==> config.mk <==
export PLATFORM = sky130hd
export DESIGN_NAME = modular_exponentiation_top
export DESIGN_NICKNAME = d
export VERILOG_FILES = /design/src/rtl/modexp_pkg.sv /design/src/rtl/modular_exponentiation_top.sv /design/src/rtl/modexp_mul.sv
export SDC_FILE = /design/constraint.sdc
export NUM_CORES = 1
export LEC_CHECK = 0
export BUFFER_PORTS_ARGS = -buffer_cell sky130_fd_sc_hd__buf_4
export CAP_MARGIN = 20
export CORE_MARGIN = 2
export CORE_UTILIZATION = 30
export CTS_BUF_LIST = sky130_fd_sc_hd__clkbuf_4
export DETAILED_ROUTE_END_ITERATION = 7
export GPL_ROUTABILITY_DRIVEN = 0
export HOLD_SLACK_MARGIN = 0.15
export PLACE_DENSITY_LB_ADDON = 0.3
export SLEW_MARGIN = 20
export SYNTH_ARGS = -nofsm -noshare
export SYNTH_HDL_FRONTEND = slang
export SYNTH_HIERARCHICAL = 1
export SYNTH_SLANG_ARGS = --single-unit
==> constraint.sdc <==
create_clock -name clk -period 18.25 [get_ports clk]
set_clock_uncertainty 0.1 [all_clocks]
set_input_delay 0.9125 -clock clk [delete_from_list [all_inputs] [get_ports clk]]
set_output_delay 0.9125 -clock clk [all_outputs]
set_load 0.02 [all_outputs]
==> src/rtl/modexp_pkg.sv <==
// shared constants and types for the modular exponentiation block
`default_nettype none

package modexp_pkg;

    // fixed width of every port field
    localparam int FIELD_WIDTH = 32;

    // default operand width used for all arithmetic
    localparam int OPERAND_WIDTH_DEFAULT = 32;

    // modulus register value after reset
    localparam logic [FIELD_WIDTH-1:0] MODULUS_RESET = 32'd143;

    // status of the shared modular multiplier
    typedef struct packed {
        logic busy;
        logic done;
    } mul_status_t;

endpackage

`default_nettype wire

==> src/rtl/modular_exponentiation_top.sv <==
// modular exponentiation by right-to-left square and multiply
//
//  channel   direction  handshake              payload
//  in        request    in_valid / in_ready    base, exponent
//  out       result     out_valid / out_ready  power_residue
//  cfg       write      cfg_wr_en              cfg_wr_data (modulus)
//
// each modular product is computed in the shared bit-serial multiplier
// the base reduction is one pass through the multiplier; exponent zero gives 1 after it
// reset is asynchronous, active low, and sets the modulus to 143; no request in flight
// in_ready is high only while idle; a new result waits in S_FIN while the output is held
`default_nettype none

module modular_exponentiation_top
    import modexp_pkg::*;
#(
    parameter int OPERAND_WIDTH = OPERAND_WIDTH_DEFAULT
)
(
    input  wire logic                   clk,
    input  wire logic                   rst_n,
    input  wire logic                   in_valid,
    output logic                        in_ready,
    input  wire logic [FIELD_WIDTH-1:0] base,
    input  wire logic [FIELD_WIDTH-1:0] exponent,
    output logic                        out_valid,
    input  wire logic                   out_ready,
    output logic [FIELD_WIDTH-1:0]      power_residue,
    input  wire logic                   cfg_wr_en,
    input  wire logic [FIELD_WIDTH-1:0] cfg_wr_data
);

    localparam int W = OPERAND_WIDTH;

    typedef enum logic [2:0] {
        S_IDLE,
        S_RED,
        S_NEXT,
        S_MUL,
        S_SQR,
        S_FIN
    } state_t;

    state_t                 state_reg;
    logic [FIELD_WIDTH-1:0] modulus_reg;
    logic [W-1:0]           base_reg;
    logic [W-1:0]           exp_reg;
    logic [W-1:0]           acc_reg;
    logic [W-1:0]           op_a_reg;
    logic [W-1:0]           op_b_reg;
    logic                   mul_start_reg;
    logic                   out_valid_reg;
    logic [W-1:0]           result_reg;

    mul_status_t            mul_status;
    logic [W-1:0]           mul_product;

    // modulus configuration register
    always_ff @(posedge clk or negedge rst_n)
    begin
        if (!rst_n)
        begin
            modulus_reg <= MODULUS_RESET;
        end
        else if (cfg_wr_en)
        begin
            modulus_reg <= cfg_wr_data;
        end
    end

    // shared modular multiplier
    modexp_mul #(
        .OPERAND_WIDTH (W)
    ) u_mul (
        .clk     (clk),
        .rst_n   (rst_n),
        .start   (mul_start_reg),
        .op_a    (op_a_reg),
        .op_b    (op_b_reg),
        .modulus (modulus_reg[W-1:0]),
        .status  (mul_status),
        .product (mul_product)
    );

    // sequencer: reduce base, then per exponent bit multiply if the bit is set, and square
    always_ff @(posedge clk or negedge rst_n)
    begin
        if (!rst_n)
        begin
            state_reg     <= S_IDLE;
            mul_start_reg <= 1'b0;
            out_valid_reg <= 1'b0;
            base_reg      <= '0;
            exp_reg       <= '0;
            acc_reg       <= '0;
            op_a_reg      <= '0;
            op_b_reg      <= '0;
            result_reg    <= '0;
        end
        else
        begin
            // result taken; S_FIN decides for itself
            if (out_valid_reg && out_ready && state_reg != S_FIN)
            begin
                out_valid_reg <= 1'b0;
            end
            unique case (state_reg)
                S_IDLE:
                begin
                    if (in_valid)
                    begin
                        op_a_reg      <= W'(1);
                        op_b_reg      <= base[W-1:0];
                        exp_reg       <= exponent[W-1:0];
                        acc_reg       <= W'(1);
                        mul_start_reg <= 1'b1;
                        state_reg     <= S_RED;
                    end
                    else
                    begin
                        mul_start_reg <= 1'b0;
                    end
                end
                S_RED:
                begin
                    mul_start_reg <= 1'b0;
                    if (mul_status.done)
                    begin
                        base_reg  <= mul_product;
                        state_reg <= S_NEXT;
                    end
                end
                S_NEXT:
                begin
                    if (exp_reg == '0)
                    begin
                        mul_start_reg <= 1'b0;
                        state_reg     <= S_FIN;
                    end
                    else if (exp_reg[0])
                    begin
                        op_a_reg      <= acc_reg;
                        op_b_reg      <= base_reg;
                        mul_start_reg <= 1'b1;
                        state_reg     <= S_MUL;
                    end
                    else
                    begin
                        op_a_reg      <= base_reg;
                        op_b_reg      <= base_reg;
                        mul_start_reg <= 1'b1;
                        state_reg     <= S_SQR;
                    end
                end
                S_MUL:
                begin
                    if (mul_status.done)
                    begin
                        acc_reg       <= mul_product;
                        op_a_reg      <= base_reg;
                        op_b_reg      <= base_reg;
                        mul_start_reg <= 1'b1;
                        state_reg     <= S_SQR;
                    end
                    else
                    begin
                        mul_start_reg <= 1'b0;
                    end
                end
                S_SQR:
                begin
                    mul_start_reg <= 1'b0;
                    if (mul_status.done)
                    begin
                        base_reg  <= mul_product;
                        exp_reg   <= exp_reg >> 1;
                        state_reg <= S_NEXT;
                    end
                end
                S_FIN:
                begin
                    mul_start_reg <= 1'b0;
                    if (!out_valid_reg || out_ready)
                    begin
                        out_valid_reg <= 1'b1;
                        result_reg    <= acc_reg;
                        state_reg     <= S_IDLE;
                    end
                end
                default:
                begin
                    mul_start_reg <= 1'b0;
                    state_reg     <= S_IDLE;
                end
            endcase
        end
    end

    // port drive
    assign in_ready      = (state_reg == S_IDLE);
    assign out_valid     = out_valid_reg;
    assign power_residue = FIELD_WIDTH'(result_reg);

    // accepted request launches the base reduction on the next cycle
    assert property (@(posedge clk) disable iff (!rst_n)
        (in_valid && in_ready) |=> (mul_start_reg && state_reg == S_RED))
        else $error("request accepted without launching base reduction");

    // multiplier only runs while the sequencer waits on it
    assert property (@(posedge clk) disable iff (!rst_n)
        mul_status.busy |->
            (state_reg == S_RED || state_reg == S_MUL || state_reg == S_SQR))
        else $error("multiplier busy outside a multiply phase");

    // a start never lands on a running multiplier
    assert property (@(posedge clk) disable iff (!rst_n)
        mul_start_reg |-> !mul_status.busy)
        else $error("multiplier started while busy");

    // a pending result is not overwritten before it is taken
    assert property (@(posedge clk) disable iff (!rst_n)
        (out_valid_reg && !out_ready) |=> (out_valid_reg && $stable(result_reg)))
        else $error("pending result lost");

endmodule

`default_nettype wire

==> src/rtl/modexp_mul.sv <==
// bit-serial modular multiplier, one multiplier bit per cycle, msb first
`default_nettype none

module modexp_mul
    import modexp_pkg::*;
#(
    parameter int OPERAND_WIDTH = OPERAND_WIDTH_DEFAULT
)
(
    input  wire logic                     clk,
    input  wire logic                     rst_n,
    input  wire logic                     start,
    input  wire logic [OPERAND_WIDTH-1:0] op_a,
    input  wire logic [OPERAND_WIDTH-1:0] op_b,
    input  wire logic [OPERAND_WIDTH-1:0] modulus,
    output mul_status_t                   status,
    output logic [OPERAND_WIDTH-1:0]      product
);

    localparam int W  = OPERAND_WIDTH;
    localparam int CW = $clog2(W);

    logic          busy_reg;
    logic          done_reg;
    logic [CW-1:0] cnt_reg;
    logic [W-1:0]  a_reg;
    logic [W-1:0]  ser_reg;
    logic [W-1:0]  acc_reg;
    logic [W-1:0]  acc_next;

    logic [W+1:0]  sum;
    logic [W+1:0]  mod_x1;
    logic [W+1:0]  mod_x2;

    // one step: acc = 2*acc + bit*a, then bring back below the modulus (a zero modulus wraps at W bits)
    always_comb
    begin
        sum    = {1'b0, acc_reg, 1'b0} + {2'b00, ({W{ser_reg[W-1]}} & a_reg)};
        mod_x1 = {2'b00, modulus};
        mod_x2 = {1'b0, modulus, 1'b0};
        if (modulus == '0)
        begin
            acc_next = sum[W-1:0];
        end
        else if (sum >= mod_x2)
        begin
            acc_next = W'(sum - mod_x2);
        end
        else if (sum >= mod_x1)
        begin
            acc_next = W'(sum - mod_x1);
        end
        else
        begin
            acc_next = sum[W-1:0];
        end
    end

    // step counter and control
    always_ff @(posedge clk or negedge rst_n)
    begin
        if (!rst_n)
        begin
            busy_reg <= 1'b0;
            done_reg <= 1'b0;
            cnt_reg  <= '0;
        end
        else
        begin
            done_reg <= 1'b0;
            if (start)
            begin
                busy_reg <= 1'b1;
                cnt_reg  <= CW'(W - 1);
            end
            else if (busy_reg)
            begin
                cnt_reg <= cnt_reg - 1'b1;
                if (cnt_reg == '0)
                begin
                    busy_reg <= 1'b0;
                    done_reg <= 1'b1;
                end
            end
        end
    end

    // operand capture and accumulator datapath
    always_ff @(posedge clk)
    begin
        if (start)
        begin
            a_reg   <= op_a;
            ser_reg <= op_b;
            acc_reg <= '0;
        end
        else if (busy_reg)
        begin
            ser_reg <= {ser_reg[W-2:0], 1'b0};
            acc_reg <= acc_next;
        end
    end

    assign status  = '{busy: busy_reg, done: done_reg};
    assign product = acc_reg;

endmodule

`default_nettype wire

# Word-level counts from Yosys, hierarchy flattened
# Cells that the tools add are included.
# Widths: inputs -> output; s select.
# op_classes
n_mux	40
shifts	0
add_sub_neg	4
eq_ne	12
div_mod_pow	0
n_bitwise	1
reduce_logical	19
n_mul	0
magnitude_cmp	2
# ops
operator	n
$mux 32	14
$pmux 32 s3	2
$pmux 32 s2	2
$logic_not 32->1	2
$sub 32x32->32	2
$add 33x32->34	1
$ge 34x32->1	1
$ge 34x33->1	1
$and 32x32->32	1
$mux 3	6
$pmux 3 s5	1
$mux 1	12
$mux 5	2
$reduce_and 4->1	2
$eq 3x2->1 const B	2
$eq 3x3->1 const B	2
$ne 2x1->1 const B	3
$ne 2x2->1 const B	3
$reduce_and 3->1	2
$reduce_bool 2->1	3
$logic_not 5->1	1
$sub 5x1->5 const B	1
$reduce_and 2->1	2
$eq 3x1->1 const B	1
other kinds (8)	9
# totals
latchBits	0
reg_bits	332
ramBits	0
wordCells	94
mem_bits_ro	0
n_memories	0
out_inout_bits	34
input_bits	101

# Depth between registers and ports, before layout
# logic_depth
word_depth	6
mapped_depth	28
ltp_nobuf	23

# Modules after synthesis
# The synthesis kept the hierarchy.
# by_module_without_submodules
module	area_per_inst_um2	seq_area_each_um2	instances	cells_per_inst
modular_exponentiation_top	9903.2	5736.8	1	810
modexp_mul	9519.1	2737.6	1	1101

# Worst setup path before layout
# No wires, ideal clock.
# synth_path
kind	register to register
start	reg u_mul.ser_reg[31]
end	reg u_mul.acc_reg[24] (netlist: u_mul/product[24])
required_ns	18.024
synth_period_minus_slack_ns	5.749
n_path_buf	5
setup_time_ns	0.126
path_stages_with_launch	29
arrival_time_ns	5.523
setup_slack_ns	12.501
cell_sequence	edfxtp_1 clkbuf_1 and2_1 ha_1 inv_1 fa_1 nand2b_1 a21oi_1 o21a_1 o2111ai_1 a311oi_1 nand3_1 nand2_1 xor2_1 ha_1 buf_1 nand2_1 nor2_1 a211oi_1 a21o_1 a21oi_1 o21a_1 or2_0 buf_2 or4_4 buf_6 buf_2 nor4_1 a21oi_1
# synth_between
elab_chain_len	6
word_cells_on_any_way	9
classes_between	add/sub (3); order compare (2); mux (3); bitwise (1)
# synth_rtl
item	line	text
start: declaration	modexp_mul.sv:27	logic [W-1:0] ser_reg;
start signal: assignment	modexp_mul.sv:94	ser_reg <= op_b;
start signal: assignment	modexp_mul.sv:99	ser_reg <= {ser_reg[W-2:0], 1'b0};
$and 32x32->32 (*)	modexp_mul.sv:38	sum = {1'b0, acc_reg, 1'b0} + {2'b00, ({W{ser_reg[W-1]}} & a_reg)};
$add 33x32->34 (*)	modexp_mul.sv:38	
$sub 32x32->32 / $ge 34x32->1 (equally long branches)	modexp_mul.sv:51, modexp_mul.sv:49	
$mux 32	modexp_mul.sv:49	else if (sum >= mod_x1)
$mux 32	modexp_mul.sv:45	else if (sum >= mod_x2)
$mux 32 (*)	modexp_mul.sv:41	if (modulus == '0)
end signal: assignment	modexp_mul.sv:100	acc_reg <= acc_next;
end: declaration	modexp_mul.sv:28	logic [W-1:0] acc_reg;
# Mark *: on every way between the ends. The rest lies on a longest branch, timed or not.
# A chain may end at the register's enable or synchronous reset.

# Worst setup path after layout
# layout_path
start	reg u_mul.ser_reg[31]
end	reg u_mul.acc_reg[6] (netlist: u_mul/product[6])
# The elaborated chain is that of the path after synthesis.

==> reports/results.tsv <==
stage	metric	value	unit
synthesis	syn avg cell area	10.2	um2
setup_path	critical path type	flip-flop to flip-flop	
finish	fin util	35.0	%
finish	synthesis-to-finish area growth	15.9	%
sta	slew margin rel.	22.8	%
die	Die Y	258	um
clock_network	clk slew on worst S/H paths	0.07	ns
min_path	Hold Path Class	input port to flip-flop	
finish	FILL cells	6546	
sta	Final min period	7.25	ns
setup_path	Reg-to-Reg End	u_mul/product[6]	
sta	Worst Max-Slew Pin Slew	1.15	ns
min_path	hold path depth	2	
finish	Nets	2265	
global_routing	global-route wire length before repair	88300	um
die	initial cell density of the core	30.2	%
sta	Slew Limit Fails	0	
placed_design	number of port buffers	134	
clock_network	clock latency on the worst-skew pair	0.80	ns
finish	share of cells above drive strength 1	24.4	%
clock_network	clock buffer depth	3	
detailed_routing	final wirelength	56000	um
flow_run	max cap viols	0	
global_routing	GR Util met1	20.2	%
synthesis	cell area after synthesis	19400	um2
detailed_routing	DR pass1 iterations	6	
clock_network	CTS tree	built	
min_path	Hold EP	modulus_reg[14]	
global_routing	initial antenna violation count	2	
synthesis	Synth Warn #	6	
sta	final number of hold-violating endpoints	0	
setup_path	R2R Path Start	u_mul/ser_reg[31]	
die	Row Count	93	
run_status	status	complete, no violations	
detailed_routing	DRT antenna net count	0	
die	Die W	258	um
placed_design	dpl cells	2814	
global_routing	Global Route met2 Usage	28.7	%
clock_network	TritonCTS buffer count	92	
sta	final critical-path share of the clock period	39.7	%
setup_path	CP Launch Type	flip-flop	
die	die area	66800	um2
global_routing	GRT Total Usage	16.7	%
clock_network	root buf cell	clkbuf_4	
sta	final worst-path setup slack	11.00	ns
setup_path	Crit path arrival time	7.82	ns
setup_path	R2R cell count	21	
synthesis	Synth Net Count	2111	
setup_path	Critical Path Sink Type	flip-flop	
global_routing	largest net degree at the start of global routing	108	
clock_network	post-CTS setup buffer count	0	
global_routing	met3 usage	2.94	%
global_routing	GRT Residual Overflow	0	
clock_network	H-tree lvl count	3	
min_path	origin of the worst min-delay path	cfg_wr_data[14]	
die	IO Pins	135	
die	Core Region	64200	um2
detailed_routing	routed len/inst	18.7	um
placed_design	DP HPWL	40400	um
sta	RSZ-0062 raised after global routing	no	
detailed_routing	vias	15300	
sta	fmax	138	MHz
detailed_routing	# DRC	0	
detailed_routing	Detailed Route Iter0 Violations	988	
sta	final setup fails	0	
global_routing	vias in the first global route	15800	
setup_path	worst endpoint required time	18.82	ns
setup_path	CP Max Fanout	32	
detailed_routing	Via density	5.12	
finish	Finished Layout Cells	2991	
synthesis	Syn Inst Count	1910	
clock_network	CTS sink count	332	
setup_path	R2R setup slack	11.00	ns
sta	final setup TNS	0	ns
placed_design	pre-CTS WS	11.15	ns
global_routing	grt peak-use layer	met2	
metal layers:
layer | share of wire [%] | vias up | routed length, um
met5 | 0 | - | 0
li1 | - | 7298 | -
met1 | 42 | 7505 | 23500
met2 | 50 | 390 | 28100
met3 | 4.1 | 126 | 2320
met4 | 3.8 | 0 | 2130
critical path, cell delays in order, from the launching register on:
cell       delay [ns]
edfxtp_1         0.81
and2_1           0.25
ha_1             0.19
inv_1            0.06
fa_1             0.39
nand2b_1         0.18
a21oi_1          0.24
o21a_1           0.29
o2111ai_1        0.21
a311oi_1         0.52
a21oi_1          0.16
xnor2_1          0.41
ha_1             0.38
a2111oi_0        0.58
a221o_1          0.24
nand2_1          0.08
o21ai_1          0.21
a21oi_2          0.17
or3b_1           0.54
o21ai_1          0.72
a221oi_1         0.21
nor3_1           0.22
timing repair:
action,4_1_cts,5_1_grt
hold endpoints to repair,110,0
endpoints found under the setup margin,0,0
hold buffers,10,0
gates resized for setup,0,0
per-stage QoR:
stage	hold WS, ns	instance area [um2]
2_1_floorplan	0.321	19400
6_report	0.287	22500
5_1_grt	0.204	22500
3_5_place_dp	0.332	21200
3_3_place_gp	0.334	21200
4_1_cts	0.167	22500
layout make-up:
cell class	count	area (um2)	share of cell area [%]
multi-input combinational	1419	10300	45.8
sequential	332	8480	37.7
timing repair buffer	159	1240	5.52
tap	855	1070	4.76
clock buffer	135	1010	4.50
inverter	60	225	1.00
clock inverter	27	154	0.684
antenna	4	10.0	0.0445
how the worst max path moves through the flow:
| stage | depth (start not counted) | start | to |
|---|---|---|---|
| after global placement | 23 | u_mul/ser_reg[31] | u_mul/product[17] |
| after global routing | 21 | u_mul/ser_reg[31] | u_mul/product[6] |
| after CTS | 21 | u_mul/ser_reg[31] | u_mul/product[6] |
| after detailed placement | 21 | u_mul/ser_reg[31] | u_mul/product[13] |
| final | 21 | u_mul/ser_reg[31] | u_mul/product[6] |
| after floorplan | 28 | u_mul/ser_reg[31] | u_mul/product[24] |
cell usage in the layout (no fill, tap or decap), types with 10 or more instances in the layout:
| cell type | instances |
|---|---|
| nand2_1 | 284 |
| clkinv_1 | 15 |
| xnor2_1 | 52 |
| nand4_1 | 20 |
| a31oi_1 | 15 |
| clkbuf_4 | 135 |
| mux2i_1 | 34 |
| mux2_2 | 144 |
| o21ai_0 | 98 |
| o221ai_1 | 11 |
| a22o_1 | 33 |
| mux2_4 | 50 |
| nor2_1 | 65 |
| a211oi_1 | 15 |
| xor2_1 | 31 |
| inv_1 | 58 |
| dlygate4sd3_1 | 10 |
| nor4_1 | 23 |
| o211ai_1 | 17 |
| nand3_1 | 30 |
| nor2b_1 | 13 |
| buf_4 | 146 |
| dfxtp_1 | 32 |
| edfxtp_1 | 64 |
| nor3_1 | 24 |
| ha_1 | 97 |
| a21oi_1 | 119 |
| o21a_1 | 13 |
| a21o_1 | 36 |
| and3_1 | 10 |
| dfrtp_1 | 230 |
| and2_1 | 34 |
| nand2b_1 | 26 |
Power is left out: the tool's default activity adds up to more than one toggle a clock period on the data nets, which glitch-free logic cannot reach.
